--- src/rtl/core/percent_escape_decoder_macros.svh ---
// Assertion macros shared by the percent escape decoder modules.
// Depends on nothing; included by the modules that carry assertions.
`ifndef PERCENT_ESCAPE_DECODER_MACROS_SVH
`define PERCENT_ESCAPE_DECODER_MACROS_SVH

// Same-cycle implication, checked outside of reset.
`define PED_ASSERT_IMP(lbl, ck, rn, pre, post, msg) \
    lbl: assert property (@(posedge ck) disable iff (!rn) (pre) |-> (post)) \
        else $error(msg);

// Next-cycle implication, checked outside of reset.
`define PED_ASSERT_NXT(lbl, ck, rn, pre, post, msg) \
    lbl: assert property (@(posedge ck) disable iff (!rn) (pre) |=> (post)) \
        else $error(msg);

`endif

--- src/rtl/core/ped_pkg.sv ---
// Shared types, constants and helper functions for the percent escape decoder.
// Depends on nothing; used by every module of the block.
package ped_pkg;

    // Width of the per-string byte counter.
    localparam int COUNT_BITS = 16;
    localparam int TOTAL_W    = 16;
    localparam int LIMIT_W    = 16;
    localparam int CMP_W      = (COUNT_BITS > LIMIT_W) ? COUNT_BITS : LIMIT_W;

    // Queue between the front and the back.
    localparam int QUEUE_DEPTH = 4;
    localparam int QPTR_W      = $clog2(QUEUE_DEPTH);

    // Character constants.
    localparam logic [7:0] CHAR_PERCENT = 8'h25;
    localparam logic [7:0] CHAR_DIGIT0  = 8'h30;
    localparam logic [7:0] CHAR_DIGIT9  = 8'h39;
    localparam logic [7:0] CHAR_LOWER_A = 8'h61;
    localparam logic [7:0] CHAR_LOWER_F = 8'h66;
    localparam logic [7:0] CHAR_UPPER_A = 8'h41;
    localparam logic [7:0] CHAR_UPPER_F = 8'h46;
    localparam logic [7:0] CHAR_NUL     = 8'h00;
    localparam logic [7:0] HEX_TEN      = 8'h0a;

    // Reset value of the output limit register.
    localparam logic [LIMIT_W-1:0] LIMIT_RESET = 16'hffff;

    typedef struct packed {
        logic [7:0] in_byte;
        logic       in_last;
    } ped_in_t;

    typedef struct packed {
        logic [7:0]         out_byte;
        logic               byte_valid;
        logic               run_last;
        logic               string_done;
        logic [TOTAL_W-1:0] out_total;
    } ped_out_t;

    // Escape tracking state.
    typedef enum logic [2:0] {
        PH_IDLE = 3'b001,
        PH_PCT  = 3'b010,
        PH_HEX  = 3'b100
    } ped_phase_t;

    // One queued work item: up to three bytes to deliver for one input.
    typedef struct packed {
        logic [2:0][7:0]       bytes;
        logic [1:0]            num;       // results to deliver, 1 to 3
        logic                  has_byte;  // 0 for an empty end marker
        logic                  str_end;
        logic [COUNT_BITS-1:0] base;      // byte count before this item
    } ped_op_t;

    // Queue status seen by both sides.
    typedef struct packed {
        logic full;
        logic empty;
    } ped_qstat_t;

    typedef struct packed {
        logic       ok;
        logic [3:0] val;
    } ped_hex_t;

    // Decode one hex digit of either case.
    function automatic ped_hex_t hex_decode(input logic [7:0] c);
        ped_hex_t h;
        h.ok  = 1'b0;
        h.val = 4'h0;
        if (c >= CHAR_DIGIT0 && c <= CHAR_DIGIT9) begin
            h.ok  = 1'b1;
            h.val = 4'(c - CHAR_DIGIT0);
        end else if (c >= CHAR_LOWER_A && c <= CHAR_LOWER_F) begin
            h.ok  = 1'b1;
            h.val = 4'(HEX_TEN + c - CHAR_LOWER_A);
        end else if (c >= CHAR_UPPER_A && c <= CHAR_UPPER_F) begin
            h.ok  = 1'b1;
            h.val = 4'(HEX_TEN + c - CHAR_UPPER_A);
        end
        return h;
    endfunction

    // Effective cap: the smaller of the limit and the counter's maximum.
    function automatic logic [COUNT_BITS-1:0] cap_of(input logic [LIMIT_W-1:0] lim);
        logic [CMP_W-1:0] lw;
        logic [CMP_W-1:0] mw;
        lw = CMP_W'(lim);
        mw = CMP_W'({COUNT_BITS{1'b1}});
        return COUNT_BITS'((lw < mw) ? lw : mw);
    endfunction

    // Count to output total field.
    function automatic logic [TOTAL_W-1:0] to_total(input logic [COUNT_BITS-1:0] v);
        return TOTAL_W'(v);
    endfunction

endpackage

--- src/rtl/core/ped_front.sv ---
// Front end: accepts input bytes, tracks escapes, applies the length cap
// and builds queue items. Depends on ped_pkg and the assertion macros.
`include "percent_escape_decoder_macros.svh"

module ped_front (
    input  logic                          clk,
    input  logic                          rst_n,
    input  logic                          src_valid,
    output logic                          src_stall,
    input  ped_pkg::ped_in_t              src_item,
    input  logic                          limit_wr_en,
    input  logic [ped_pkg::LIMIT_W-1:0]   limit_wr_data,
    input  ped_pkg::ped_qstat_t           qstat,
    output logic                          push,
    output ped_pkg::ped_op_t              push_op
);

    ped_pkg::ped_phase_t                 phase_reg, phase_next;
    logic [7:0]                          held_reg, held_next;
    logic [ped_pkg::COUNT_BITS-1:0]      count_reg, count_next;
    logic [ped_pkg::COUNT_BITS-1:0]      cap_reg;

    logic                                accept;
    logic                                str_end;
    ped_pkg::ped_hex_t                   cur_hex;
    ped_pkg::ped_hex_t                   held_hex;
    logic [7:0]                          cand [3];
    logic [1:0]                          cand_n;
    logic [ped_pkg::COUNT_BITS-1:0]      room;
    logic [1:0]                          room_sat;
    logic [1:0]                          emit_n;

    // The front stalls only when the queue has no free entry.
    assign src_stall = qstat.full;
    assign accept    = src_valid && !qstat.full;
    assign str_end   = src_item.in_last || (src_item.in_byte == ped_pkg::CHAR_NUL);
    assign cur_hex   = ped_pkg::hex_decode(src_item.in_byte);
    assign held_hex  = ped_pkg::hex_decode(held_reg);

    // Classify the byte: list of candidate output bytes and next escape state.
    always_comb
    begin
        phase_next = phase_reg;
        held_next  = held_reg;
        cand[0]    = ped_pkg::CHAR_NUL;
        cand[1]    = ped_pkg::CHAR_NUL;
        cand[2]    = ped_pkg::CHAR_NUL;
        cand_n     = 2'd0;

        if (src_item.in_byte != ped_pkg::CHAR_NUL)
        begin
            unique case (phase_reg)
                ped_pkg::PH_PCT:
                begin
                    if (cur_hex.ok)
                    begin
                        held_next  = src_item.in_byte;
                        phase_next = ped_pkg::PH_HEX;
                    end
                    else
                    begin
                        cand[cand_n] = ped_pkg::CHAR_PERCENT;
                        cand_n       = cand_n + 2'd1;
                        // The breaking byte starts afresh.
                        if (src_item.in_byte == ped_pkg::CHAR_PERCENT)
                        begin
                            phase_next = ped_pkg::PH_PCT;
                        end
                        else
                        begin
                            phase_next   = ped_pkg::PH_IDLE;
                            cand[cand_n] = src_item.in_byte;
                            cand_n       = cand_n + 2'd1;
                        end
                    end
                end
                ped_pkg::PH_HEX:
                begin
                    if (cur_hex.ok)
                    begin
                        cand[cand_n] = {held_hex.val, cur_hex.val};
                        cand_n       = cand_n + 2'd1;
                        phase_next   = ped_pkg::PH_IDLE;
                        held_next    = ped_pkg::CHAR_NUL;
                    end
                    else
                    begin
                        cand[cand_n] = ped_pkg::CHAR_PERCENT;
                        cand_n       = cand_n + 2'd1;
                        cand[cand_n] = held_reg;
                        cand_n       = cand_n + 2'd1;
                        held_next    = ped_pkg::CHAR_NUL;
                        if (src_item.in_byte == ped_pkg::CHAR_PERCENT)
                        begin
                            phase_next = ped_pkg::PH_PCT;
                        end
                        else
                        begin
                            phase_next   = ped_pkg::PH_IDLE;
                            cand[cand_n] = src_item.in_byte;
                            cand_n       = cand_n + 2'd1;
                        end
                    end
                end
                default:
                begin
                    if (src_item.in_byte == ped_pkg::CHAR_PERCENT)
                    begin
                        phase_next = ped_pkg::PH_PCT;
                    end
                    else
                    begin
                        phase_next   = ped_pkg::PH_IDLE;
                        cand[cand_n] = src_item.in_byte;
                        cand_n       = cand_n + 2'd1;
                    end
                end
            endcase
        end

        // At the end of a string any held characters go out literally.
        if (str_end)
        begin
            if (phase_next == ped_pkg::PH_PCT)
            begin
                cand[cand_n] = ped_pkg::CHAR_PERCENT;
                cand_n       = cand_n + 2'd1;
            end
            else if (phase_next == ped_pkg::PH_HEX)
            begin
                cand[cand_n] = ped_pkg::CHAR_PERCENT;
                cand_n       = cand_n + 2'd1;
                cand[cand_n] = held_next;
                cand_n       = cand_n + 2'd1;
            end
            phase_next = ped_pkg::PH_IDLE;
            held_next  = ped_pkg::CHAR_NUL;
        end
    end

    // Apply the cap: only the leading bytes that still fit are kept.
    always_comb
    begin
        room = (count_reg < cap_reg) ? (cap_reg - count_reg) : '0;
        if (room >= ped_pkg::COUNT_BITS'(3))
        begin
            room_sat = 2'd3;
        end
        else
        begin
            room_sat = room[1:0];
        end
        emit_n = (cand_n < room_sat) ? cand_n : room_sat;
    end

    // Build the queue item; an end with no bytes becomes an empty marker.
    always_comb
    begin
        push_op.bytes[0] = cand[0];
        push_op.bytes[1] = cand[1];
        push_op.bytes[2] = cand[2];
        push_op.str_end  = str_end;
        push_op.base     = count_reg;
        if (emit_n == 2'd0)
        begin
            push_op.num      = 2'd1;
            push_op.has_byte = 1'b0;
            push_op.bytes[0] = ped_pkg::CHAR_NUL;
        end
        else
        begin
            push_op.num      = emit_n;
            push_op.has_byte = 1'b1;
        end
        push       = accept && ((emit_n != 2'd0) || str_end);
        count_next = str_end ? '0 : (count_reg + ped_pkg::COUNT_BITS'(emit_n));
    end

    // Escape state and byte counter.
    always_ff @(posedge clk or negedge rst_n)
    begin
        if (!rst_n)
        begin
            phase_reg <= ped_pkg::PH_IDLE;
            held_reg  <= ped_pkg::CHAR_NUL;
            count_reg <= '0;
        end
        else if (accept)
        begin
            phase_reg <= phase_next;
            held_reg  <= held_next;
            count_reg <= count_next;
        end
    end

    // The cap register holds the effective cap derived from the written limit.
    always_ff @(posedge clk or negedge rst_n)
    begin
        if (!rst_n)
        begin
            cap_reg <= ped_pkg::cap_of(ped_pkg::LIMIT_RESET);
        end
        else if (limit_wr_en)
        begin
            cap_reg <= ped_pkg::cap_of(limit_wr_data);
        end
    end

    // A held hex digit exists only while a two-character escape is pending.
    `PED_ASSERT_IMP(a_held_clear, clk, rst_n, phase_reg != ped_pkg::PH_HEX, held_reg == ped_pkg::CHAR_NUL, "held digit outside escape")
    // A string end always leaves the counter cleared.
    `PED_ASSERT_NXT(a_end_clears, clk, rst_n, accept && str_end, count_reg == '0, "count not cleared at string end")

endmodule

--- src/rtl/core/ped_queue.sv ---
// Short queue of work items between the front and the back.
// Depends on ped_pkg and the assertion macros.
`include "percent_escape_decoder_macros.svh"

module ped_queue (
    input  logic                 clk,
    input  logic                 rst_n,
    input  logic                 push,
    input  ped_pkg::ped_op_t     push_op,
    input  logic                 pop,
    output ped_pkg::ped_op_t     head_op,
    output ped_pkg::ped_qstat_t  qstat
);

    ped_pkg::ped_op_t                 mem [ped_pkg::QUEUE_DEPTH];
    logic [ped_pkg::QPTR_W-1:0]       wr_ptr_reg, rd_ptr_reg;
    logic [ped_pkg::QPTR_W:0]         fill_reg, fill_next;

    assign qstat.full  = (fill_reg == (ped_pkg::QPTR_W+1)'(ped_pkg::QUEUE_DEPTH));
    assign qstat.empty = (fill_reg == '0);
    assign head_op     = mem[rd_ptr_reg];

    // Fill level follows pushes and pops.
    always_comb
    begin
        fill_next = fill_reg;
        if (push && !pop)
        begin
            fill_next = fill_reg + 1'b1;
        end
        else if (pop && !push)
        begin
            fill_next = fill_reg - 1'b1;
        end
    end

    // Storage write.
    always_ff @(posedge clk)
    begin
        if (push)
        begin
            mem[wr_ptr_reg] <= push_op;
        end
    end

    // Pointers and fill level.
    always_ff @(posedge clk or negedge rst_n)
    begin
        if (!rst_n)
        begin
            wr_ptr_reg <= '0;
            rd_ptr_reg <= '0;
            fill_reg   <= '0;
        end
        else
        begin
            if (push)
            begin
                wr_ptr_reg <= wr_ptr_reg + 1'b1;
            end
            if (pop)
            begin
                rd_ptr_reg <= rd_ptr_reg + 1'b1;
            end
            fill_reg <= fill_next;
        end
    end

    // The front never writes a full queue and the back never reads an empty one.
    `PED_ASSERT_IMP(a_no_overflow, clk, rst_n, push, !qstat.full, "push into full queue")
    `PED_ASSERT_IMP(a_no_underflow, clk, rst_n, pop, !qstat.empty, "pop from empty queue")
    // Pointers stay consistent with the fill level.
    `PED_ASSERT_IMP(a_ptr_match, clk, rst_n, qstat.empty, wr_ptr_reg == rd_ptr_reg, "pointers differ while empty")

endmodule

--- src/rtl/core/ped_back.sv ---
// Back end: walks the bytes of each queued item and drives the output register.
// Depends on ped_pkg and the assertion macros.
`include "percent_escape_decoder_macros.svh"

module ped_back (
    input  logic                 clk,
    input  logic                 rst_n,
    input  ped_pkg::ped_qstat_t  qstat,
    input  ped_pkg::ped_op_t     head_op,
    output logic                 pop,
    output logic                 dst_valid,
    input  logic                 dst_stall,
    output ped_pkg::ped_out_t    dst_item
);

    logic [1:0]                       idx_reg, idx_next;
    logic                             valid_reg, valid_next;
    ped_pkg::ped_out_t                item_reg, item_next;
    logic                             load;
    logic                             take;
    logic                             last_of_op;
    logic [ped_pkg::COUNT_BITS-1:0]   total;

    assign dst_valid  = valid_reg;
    assign dst_item   = item_reg;
    assign load       = !valid_reg || !dst_stall;
    assign take       = load && !qstat.empty;
    assign last_of_op = (idx_reg == (head_op.num - 2'd1));
    assign pop        = take && last_of_op;

    // Form the next result from the head item and the byte index.
    always_comb
    begin
        if (head_op.has_byte)
        begin
            total = head_op.base + ped_pkg::COUNT_BITS'(idx_reg) + ped_pkg::COUNT_BITS'(1);
        end
        else
        begin
            total = head_op.base;
        end
        item_next.out_byte    = head_op.bytes[idx_reg];
        item_next.byte_valid  = head_op.has_byte;
        item_next.run_last    = last_of_op;
        item_next.string_done = last_of_op && head_op.str_end;
        item_next.out_total   = ped_pkg::to_total(total);

        valid_next = valid_reg;
        idx_next   = idx_reg;
        if (load)
        begin
            valid_next = take;
        end
        if (take)
        begin
            idx_next = last_of_op ? 2'd0 : (idx_reg + 2'd1);
        end
    end

    // Control registers.
    always_ff @(posedge clk or negedge rst_n)
    begin
        if (!rst_n)
        begin
            idx_reg   <= 2'd0;
            valid_reg <= 1'b0;
        end
        else
        begin
            idx_reg   <= idx_next;
            valid_reg <= valid_next;
        end
    end

    // Output payload register.
    always_ff @(posedge clk)
    begin
        if (take)
        begin
            item_reg <= item_next;
        end
    end

    // The byte index never runs past the head item's result count.
    `PED_ASSERT_IMP(a_idx_range, clk, rst_n, !qstat.empty, (head_op.num != 2'd0) && (idx_reg < head_op.num), "byte index out of range")

endmodule

--- src/rtl/core/percent_escape_decoder.sv ---
// Percent escape decoder, top level: input channel, front, queue, back.
// Depends on ped_pkg, ped_front, ped_queue and ped_back.
//
// Usage: encoded bytes enter on the src channel (src_valid, src_stall,
// src_item), one per transaction; a zero byte or in_last ends a string.
// Decoded results leave on the dst channel, one per transaction, each
// with out_byte, byte_valid, run_last, string_done and the running
// out_total. An input causes zero to three results; a string end with
// nothing to emit yields one empty end marker. limit_wr_en/limit_wr_data
// set the per-string output cap (reset 65535); the user must write it
// only while the block is idle, which the block does not enforce. The
// first result of an input passes through the queue, then the output
// register. Throughput: one input per cycle while each input yields at
// most one result and dst_stall is low; the back delivers one result per
// cycle while dst_stall is low. A four-entry queue between front and back
// absorbs bursts; src_stall rises only when that queue is full. Reset
// clears the escape state, counter, queue and output valid flag. When
// dst_stall is high the output holds, the queue fills, the input stalls.

module percent_escape_decoder (
    input  logic                          clk,
    input  logic                          rst_n,
    input  logic                          src_valid,
    output logic                          src_stall,
    input  ped_pkg::ped_in_t              src_item,
    output logic                          dst_valid,
    input  logic                          dst_stall,
    output ped_pkg::ped_out_t             dst_item,
    input  logic                          limit_wr_en,
    input  logic [ped_pkg::LIMIT_W-1:0]   limit_wr_data
);

    ped_pkg::ped_qstat_t qstat;
    ped_pkg::ped_op_t    push_op;
    ped_pkg::ped_op_t    head_op;
    logic                push;
    logic                pop;

    // Classification, escape tracking and cap.
    ped_front u_front (
        .clk           (clk),
        .rst_n         (rst_n),
        .src_valid     (src_valid),
        .src_stall     (src_stall),
        .src_item      (src_item),
        .limit_wr_en   (limit_wr_en),
        .limit_wr_data (limit_wr_data),
        .qstat         (qstat),
        .push          (push),
        .push_op       (push_op)
    );

    // Decoupling queue.
    ped_queue u_queue (
        .clk     (clk),
        .rst_n   (rst_n),
        .push    (push),
        .push_op (push_op),
        .pop     (pop),
        .head_op (head_op),
        .qstat   (qstat)
    );

    // Result serializer and output register.
    ped_back u_back (
        .clk       (clk),
        .rst_n     (rst_n),
        .qstat     (qstat),
        .head_op   (head_op),
        .pop       (pop),
        .dst_valid (dst_valid),
        .dst_stall (dst_stall),
        .dst_item  (dst_item)
    );

endmodule

--- config.mk ---
export PLATFORM = sky130hd
export DESIGN_NAME = percent_escape_decoder
export DESIGN_NICKNAME = d
export VERILOG_FILES = /design/src/rtl/core/ped_pkg.sv /design/src/rtl/core/ped_front.sv /design/src/rtl/core/ped_queue.sv /design/src/rtl/core/ped_back.sv /design/src/rtl/core/percent_escape_decoder.sv
export VERILOG_INCLUDE_DIRS = /design/src /design/src/rtl/core
export SDC_FILE = /design/constraint.sdc
export NUM_CORES = 1
export LEC_CHECK = 0
export ABC_AREA = 1
export BUFFER_PORTS_ARGS = -buffer_cell sky130_fd_sc_hd__clkbuf_2
export CAP_MARGIN = 20
export CORE_MARGIN = 2
export CORE_UTILIZATION = 55
export DETAILED_ROUTE_END_ITERATION = 10
export PLACE_DENSITY = 0.73
export SKIP_LAST_GASP = 1
export SYNTH_ARGS = -nofsm -noshare
export SYNTH_HDL_FRONTEND = slang
export SYNTH_HIERARCHICAL = 1
export SYNTH_SLANG_ARGS = --single-unit
--- constraint.sdc ---
create_clock -name clk -period 11.2 [get_ports clk]
set_input_delay 2.24 -clock clk [delete_from_list [all_inputs] [get_ports clk]]
set_output_delay 2.24 -clock clk [all_outputs]
set_load 0.005 [all_outputs]
==> impl_metrics.py, run 1 <==
metrics = {
    "power_and_ir_drop": {
        "leakage_nw": 6.311,
        "peakVddDrop_uv": 150.9,
        "powerDensity_nw_per_um2": 231.4,
    },
    "drt": {
        "avgViaCountPerCell": 5.435,
        "ant_nets": 0,
        "routedWlPerCell_um": 16.52,
        "wl_um": 29370,
        "drt-pass1-iter-count": 5,
        "num_vias": 9663,
        "dr.first_iter.drc_count": 743,
        "drc": 0,
    },
    "place": {
        "place_congestion": 0.9272,
        "portBuffers": 58,
        "dp_hpwl_um": 20170,
        "dpl_cell_area_um2": 14060,
    },
    "layout": {
        "largest_register_ffs": 176,
        "multi_input_area_um2": 4954,
        "area_growth_syn_to_layout_pct": 9.979,
        "final_nets": 1511,
        "antennaDiodeCount": 0,
        "drive_above_1_share_pct": 14.92,
        "ff_latch_area_um2": 7447,
        "stdcell_area_um2": 15000,
        "top_register": "u_queue/mem",
        "fill_cells": 1969,
    },
    "synthesis": {
        "async_flop_share_pct": 20.70,
        "synth-seq-cells": 256,
        "yosysSeqAreaShare_pct": 54.56,
        "avgSynthCellArea_um2": 9.857,
        "synth_nets": 1462,
        "syn_area_um2": 13640,
        "synth_top_area_cell": "edfxtp_1",
        "synth_edf_count": 203,
        "synth_area_leaders": "edfxtp_1 45%, nand2_1 8.6%, dfrtp_1 6.6%, inv_1 5.8%, o211ai_1 4.5%",
        "synth.top_cell.area_share_pct": 44.68,
        "synthDistinctLibCells": 60,
        "syn_inst": 1384,
        "ys.flop_type": "edfxtp_1",
        "yosysWarnings": 6,
    },
    "timing": {
        "period_needed_ns": 7.184,
        "hold_violations": 0,
        "finalMaxSlewViolations": 0,
        "fin_skew_ns": 0.01622,
        "tightest_slew_ns": 1.028,
        "fmax_mhz": 139.2,
        "post-route-period-util_pct": 64.14,
        "slew_headroom_pct": 31.34,
        "finalSetupViolCount": 0,
        "fin_tns_setup_ns": 0,
        "rsz0062_at_grt": "false",
    },
    "hold_path": {
        "hold_path.class": "flip-flop to flip-flop",
    },
    "floorplan": {
        "ioPinCount": 59,
        "die_w_um": 161.5,
        "die_area_um2": 26080,
        "die_y_um": 161.5,
        "rows": 57,
        "core_area_um2": 24320,
        "start_util_pct": 56.09,
    },
    "global_route": {
        "grt_pass1_vias": 8996,
        "grt_max_degree": 94,
        "gr-usage-met1_pct": 33.64,
        "antenna_found_initial": 0,
        "grt_overflow": 0,
        "grt_pass1_wl_um": 47150,
        "top_usage_layer": "met2",
        "grt_use_total_pct": 22.83,
        "met3_usage_pct": 3.133,
        "met2_usage_pct": 35.98,
    },
    "clock_tree": {
        "cts_root_buf": "clkbuf_16",
        "ctsHtreeMaxLevel": 1,
        "clk-insertion-delay-late_ns": 0.54,
        "post-cts-setup-buffer-count": 0,
        "cts_buffer_depth": 3,
        "cts_sinks": 256,
        "ctsHoldBuffers": 0,
        "cts_buffers": 27,
        "cts_resized": 0,
        "cts_tree": "yes",
        "clkTransAtPathRegs_ns": 0.06,
    },
    "setup_path": {
        "cp-end-kind": "flip-flop",
        "crit_path_start_kind": "input port",
        "crit_family": "simple AND/OR/NAND/NOR gates",
        "cp_slowest_cell": "o311ai_0",
        "arrival_ns": 7.65,
        "slowest_delay_ns": 0.39,
        "worstPathRequired_ns": 11.66,
        "critPathMaxFanout": 12,
        "worstPathBufferInverterCount": 7,
        "crit_type": "input port to flip-flop",
    },
    "status": {
        "status": "completed",
    },
    "run": {
        "max_cap_violations": 0,
    },
}
[cell usage after synthesis (all sizes together) (13+ instances only)]
cell and instances:
a21oi 52, nor2 79, o22ai 23, inv 238, nand3 57, mux2 14, nand2 321, dfrtp 36
o211ai 92, xor2 14, edfxtp 203, ha 44, nand4 13, o21ai 67, buf 38, dfstp 17
nor3 17
[metrics by stage]
stage	power (mW)	utilization, %	hold WS [ns]	setup WS, ns	std cells
detailed placement	2.561	57.80	0.5026	3.582	1728
finish	3.472	61.69	0.5162	4.016	1778
floorplan	2.309	-	0.4631	4.399	1384
global placement	2.530	57.80	0.4856	3.787	1728
global route	3.702	61.69	0.5488	3.520	1778
CTS	3.493	61.69	0.5152	4.146	1778
[where the power goes]
part	internal, mW	switching [mW]
Clock	0.568	0.363
Combinational	0.363	0.734
Sequential	1.32	0.125
[final timing paths]
check	start	end	slack (ns)	depth (start not counted)
worst max-delay path	src_item[1]	u_front/count_reg[14]$_DFFE_PN0P_	4.02	34
worst min-delay path	u_front/cap_reg[0]$_DFFE_PN1P_	u_front/cap_reg[0]$_DFFE_PN1P_	0.52	2
worst max register to register	u_front/phase_reg[2]$_DFFE_PN0P_	u_front/count_reg[14]$_DFFE_PN0P_	5.36	30
worst min register to register	u_front/cap_reg[0]$_DFFE_PN1P_	u_front/cap_reg[0]$_DFFE_PN1P_	0.52	2
max in group asynchronous	rst_n	u_queue/rd_ptr_reg[0]$_DFFE_PN0P_	8.81	2
min in group asynchronous	rst_n	u_front/count_reg[13]$_DFFE_PN0P_	1.84	2
[routing by layer]
layer / routed length, µm / share of wire [%]
met3: 1723 / 5.9
met5: 0 / 0
met1: 13790 / 47
met2: 13260 / 45
met4: 590 / 2.0
[final cells by class]
type | instances | share of cell area (%)
clock buffers | 35 | 5.037
clock inverters | 15 | 1.276
multi-input cells | 843 | 33.02
inverters | 239 | 5.996
repair buffers | 66 | 2.335
flip-flops and latches | 256 | 49.64
well taps | 324 | 2.702
[worst reg2reg max path, delay by kind of cell (launching register included)]
kind                       cells  cell delay (ns)
AOI/OAI and AO/OA              6             1.26
adders and majority gates      4             1.17
buffers and inverters          7             0.87
DFF                            1             0.40
and+or+nand+nor               13             2.07
[layout by cell type, fill, tap and decap left out, types with 14 or more instances in the layout]
| cell type | Yosys | final |
|---|---|---|
| o21ai_0 | 51 | 51 |
| dfstp_2 | 17 | 17 |
| clkbuf_2 | 0 | 58 |
| ha_1 | 44 | 44 |
| dfrtp_1 | 36 | 35 |
| xor2_1 | 14 | 14 |
| o211ai_1 | 81 | 81 |
| inv_1 | 211 | 207 |
| o22ai_1 | 23 | 23 |
| nor2_1 | 68 | 67 |
| o21ai_1 | 16 | 16 |
| a21oi_1 | 50 | 50 |
| nand3_1 | 52 | 52 |
| clkbuf_16 | 0 | 27 |
| inv_2 | 26 | 26 |
| nand2_1 | 314 | 314 |
| edfxtp_1 | 203 | 203 |
| mux2_2 | 14 | 14 |
[cells by family (layout without fill, tap and decap cells)]
| family | count (synthesis) | in the layout | share of synthesized area (%) |
|---|---|---|---|
| buffers and inverters | 285 | 355 | 9.144 |
| XOR/XNOR | 23 | 23 | 1.477 |
| AO/OA/AOI/OAI | 262 | 262 | 12.66 |
| AND/OR/NAND/NOR | 496 | 496 | 16.38 |
| adder cells (fa/ha/maj) | 48 | 48 | 4.623 |
| multiplexers | 14 | 14 | 1.156 |
| flip-flops | 256 | 256 | 54.56 |
No activity file was read; power rests on OpenSTA's default activity.
==> run 2: changes to the inputs <==
- ABC_AREA: 1 -> 0
- PLACE_DENSITY: 0.73 -> 0.74
- clock period: 11.2 -> 7.2 ns (I/O delays scaled with it)
==> run 2 against run 1 <==
Net effect:
- synthesized cell count down 34%
- hold slack worse by 0.0062 ns
- total power up 35%
- largest power group unchanged
- clock power up 30%
- sequential cell count unchanged
- non-clock buffer count up 10
- first-iteration DRC count down 31%
==> impl_metrics.py, run 2 <==
metrics = {
    "timing": {
        "fmax_mhz": 163.7,
        "post-route-period-util_pct": 84.83,
        "slew_headroom_pct": 28.32,
        "period_needed_ns": 6.108,
        "fin_skew_ns": 0.01646,
        "hold_violations": 0,
        "fin_tns_setup_ns": 0,
        "finalSetupViolCount": 0,
        "tightest_slew_ns": 1.075,
        "rsz0062_at_grt": "false",
        "finalMaxSlewViolations": 0,
    },
    "clock_tree": {
        "ctsHoldBuffers": 0,
        "post-cts-setup-buffer-count": 0,
        "cts_root_buf": "clkbuf_16",
        "clkTransAtPathRegs_ns": 0.06,
        "cts_resized": 0,
        "cts_buffer_depth": 3,
        "ctsHtreeMaxLevel": 1,
        "cts_tree": "yes",
        "clk-insertion-delay-late_ns": 0.52,
        "cts_sinks": 256,
        "cts_buffers": 27,
    },
    "global_route": {
        "antenna_found_initial": 0,
        "grt_max_degree": 54,
        "grt_pass1_wl_um": 41610,
        "grt_overflow": 0,
        "grt_pass1_vias": 7577,
        "grt_use_total_pct": 21.95,
    },
    "synthesis": {
        "synth_edf_count": 203,
        "synth-seq-cells": 256,
        "synth_top_area_cell": "edfxtp_1",
        "syn_area_um2": 12610,
        "avgSynthCellArea_um2": 13.75,
        "yosysWarnings": 6,
        "ys.flop_type": "edfxtp_1",
        "yosysSeqAreaShare_pct": 59.05,
        "synthDistinctLibCells": 77,
        "yosysMostFrequentCell": "edfxtp_1",
        "netlist_top_cells_count": "203 x edfxtp_1, 63 x nand2_1, 54 x nor2_1, 45 x inv_1, 44 x ha_1",
        "synth.top_cell.area_share_pct": 48.36,
        "synth_area_leaders": "edfxtp_1 48%, dfrtp_1 7.1%, mux4_2 6.8%, ha_1 4.4%, dfstp_2 3.5%",
        "synth_nets": 995,
        "async_flop_share_pct": 20.70,
        "syn_inst": 917,
    },
    "floorplan": {
        "core_area_um2": 22570,
        "rows": 55,
        "die_w_um": 155.4,
        "ioPinCount": 59,
        "die_y_um": 155.4,
        "start_util_pct": 55.85,
        "die_area_um2": 24150,
    },
    "power_and_ir_drop": {
        "peakVddDrop_uv": 195.0,
        "p_total_mw": 4.675,
        "leakage_nw": 5.072,
        "powerDensity_nw_per_um2": 334.5,
    },
    "hold_path": {
        "hold_path.class": "flip-flop to flip-flop",
    },
    "setup_path": {
        "regToRegSetupSlack_ns": 1.80,
        "worstPathRequired_ns": 7.64,
        "crit_type": "input port to flip-flop",
        "cp-end-kind": "flip-flop",
        "crit_path_start_kind": "input port",
        "critPathMaxFanout": 10,
        "arrival_ns": 6.54,
    },
    "place": {
        "place_congestion": 0.9456,
        "portBuffers": 58,
        "dp.cells": 1238,
        "dpl_cell_area_um2": 13170,
        "dp_hpwl_um": 17920,
    },
    "drt": {
        "ant_nets": 0,
        "avgViaCountPerCell": 6.071,
        "drc": 0,
        "num_vias": 7814,
        "wl_um": 25930,
        "routedWlPerCell_um": 20.15,
        "dr.first_iter.drc_count": 509,
        "drt-pass1-iter-count": 5,
    },
    "layout": {
        "ff_latch_area_um2": 7446,
        "area_growth_syn_to_layout_pct": 10.86,
        "final_common_cell": "edfxtp_1",
        "stdcell_area_um2": 13970,
        "fill_cells": 1722,
        "final_cell_mix": "203 x edfxtp_1, 63 x nand2_1, 59 x clkbuf_2",
        "antennaDiodeCount": 0,
        "fin_util_pct": 61.91,
        "layout.cells.non_filler": 1287,
        "multi_input_area_um2": 4756,
        "largest_register_ffs": 176,
        "drive_above_1_share_pct": 20.26,
        "final_nets": 1062,
        "top_register": "u_queue/mem",
    },
    "status": {
        "status": "completed",
    },
    "run": {
        "max_cap_violations": 0,
    },
}
[run 2: changes by cell type after synthesis, sizes merged, moves of 15 or more]
cell | before | now
o21ai | 67 | 39
nand2 | 321 | 64
o22ai | 23 | 8
a22oi | 1 | 17
inv | 238 | 45
o211ai | 92 | 2
nor2 | 79 | 55
mux4 | 0 | 44
xnor2 | 9 | 33
nand3 | 57 | 18
buf | 38 | 19
[run 2: kinds of logic (layout without fill, tap and decap cells)]
kind of cell | Yosys count | count (layout) | share of synthesized area (%)
AOI/OAI and AO/OA | 184 | 184 | 9.985
xor gates and xnor gates | 43 | 43 | 2.988
adders and majority gates | 48 | 48 | 5.003
buffers and inverters | 84 | 169 | 3.305
DFF | 256 | 256 | 59.05
muxes | 73 | 73 | 10.49
and+or+nand+nor | 229 | 229 | 9.181
[run 2: where the power goes]
group | total, mW | internal [mW] | switching, mW
logic | 1.24 | 0.604 | 0.639
clock network | 1.21 | 0.685 | 0.529
registers | 2.22 | 1.99 | 0.224
[run 2: routing by layer]
| metal | vias up | GRT usage (%) | share of wire (%) |
|---|---|---|---|
| met3 | 38 | 2.981 | 5.7 |
| met1 | 3861 | 33.21 | 47 |
| li1 | 3645 | - | - |
| met2 | 270 | 34.20 | 46 |
| met4 | 0 | 5.286 | 1.6 |
| met5 | - | 0 | 0 |
[run 2: area by class of cell]
cell class | instances | share of cell area, %
flip-flops and latches | 256 | 53.28
multi-input cells | 577 | 34.03
clock buffers | 32 | 4.969
repair buffers | 76 | 3.349
well taps | 285 | 2.552
inverters | 46 | 1.236
clock inverters | 15 | 0.5820
[run 2: final timing paths]
path                                                           to                              from  cells past startpoint
min in group asynchronous       u_front/count_reg[13]$_DFFE_PN0P_                             rst_n                      2
max in group asynchronous       u_queue/rd_ptr_reg[0]$_DFFE_PN0P_                             rst_n                      2
worst max register to register    u_queue/fill_reg[2]$_DFFE_PN0P_  u_front/count_reg[6]$_DFFE_PN0P_                     22
worst min register to register    u_queue/fill_reg[2]$_DFFE_PN0P_   u_queue/fill_reg[2]$_DFFE_PN0P_                      1
worst max-delay path              u_queue/fill_reg[2]$_DFFE_PN0P_                       src_item[2]                     25
worst min-delay path              u_queue/fill_reg[2]$_DFFE_PN0P_   u_queue/fill_reg[2]$_DFFE_PN0P_                      1
[run 2: worst max-delay path, cell delays in order]
cell and delay, ns:
clkbuf_2 0.18, inv_1 0.13, ha_1 0.24, nor3b_1 0.19, a31oi_1 0.09, a31o_2 0.33, or2b_1 0.28, o21bai_1 0.27
ha_1 0.34, nor2_1 0.15, mux2i_1 0.09, mux2i_1 0.16, o22ai_1 0.14, ha_1 0.24, nand2b_1 0.15, a21oi_1 0.25
o32ai_2 0.12, buf_4 0.19, a21oi_1 0.43, ha_1 0.27, inv_1 0.06, fa_1 0.37, xor2_1 0.17, nor2_1 0.11
xor2_1 0.15
[run 2: per-stage QoR]
step                setup WS (ns)  hold slack (ns)
global route               0.7298           0.5318
floorplan                  0.8012           0.4563
CTS                         1.188           0.5076
finish                      1.092           0.5100
global placement           0.7716           0.4876
detailed placement         0.6347           0.4949
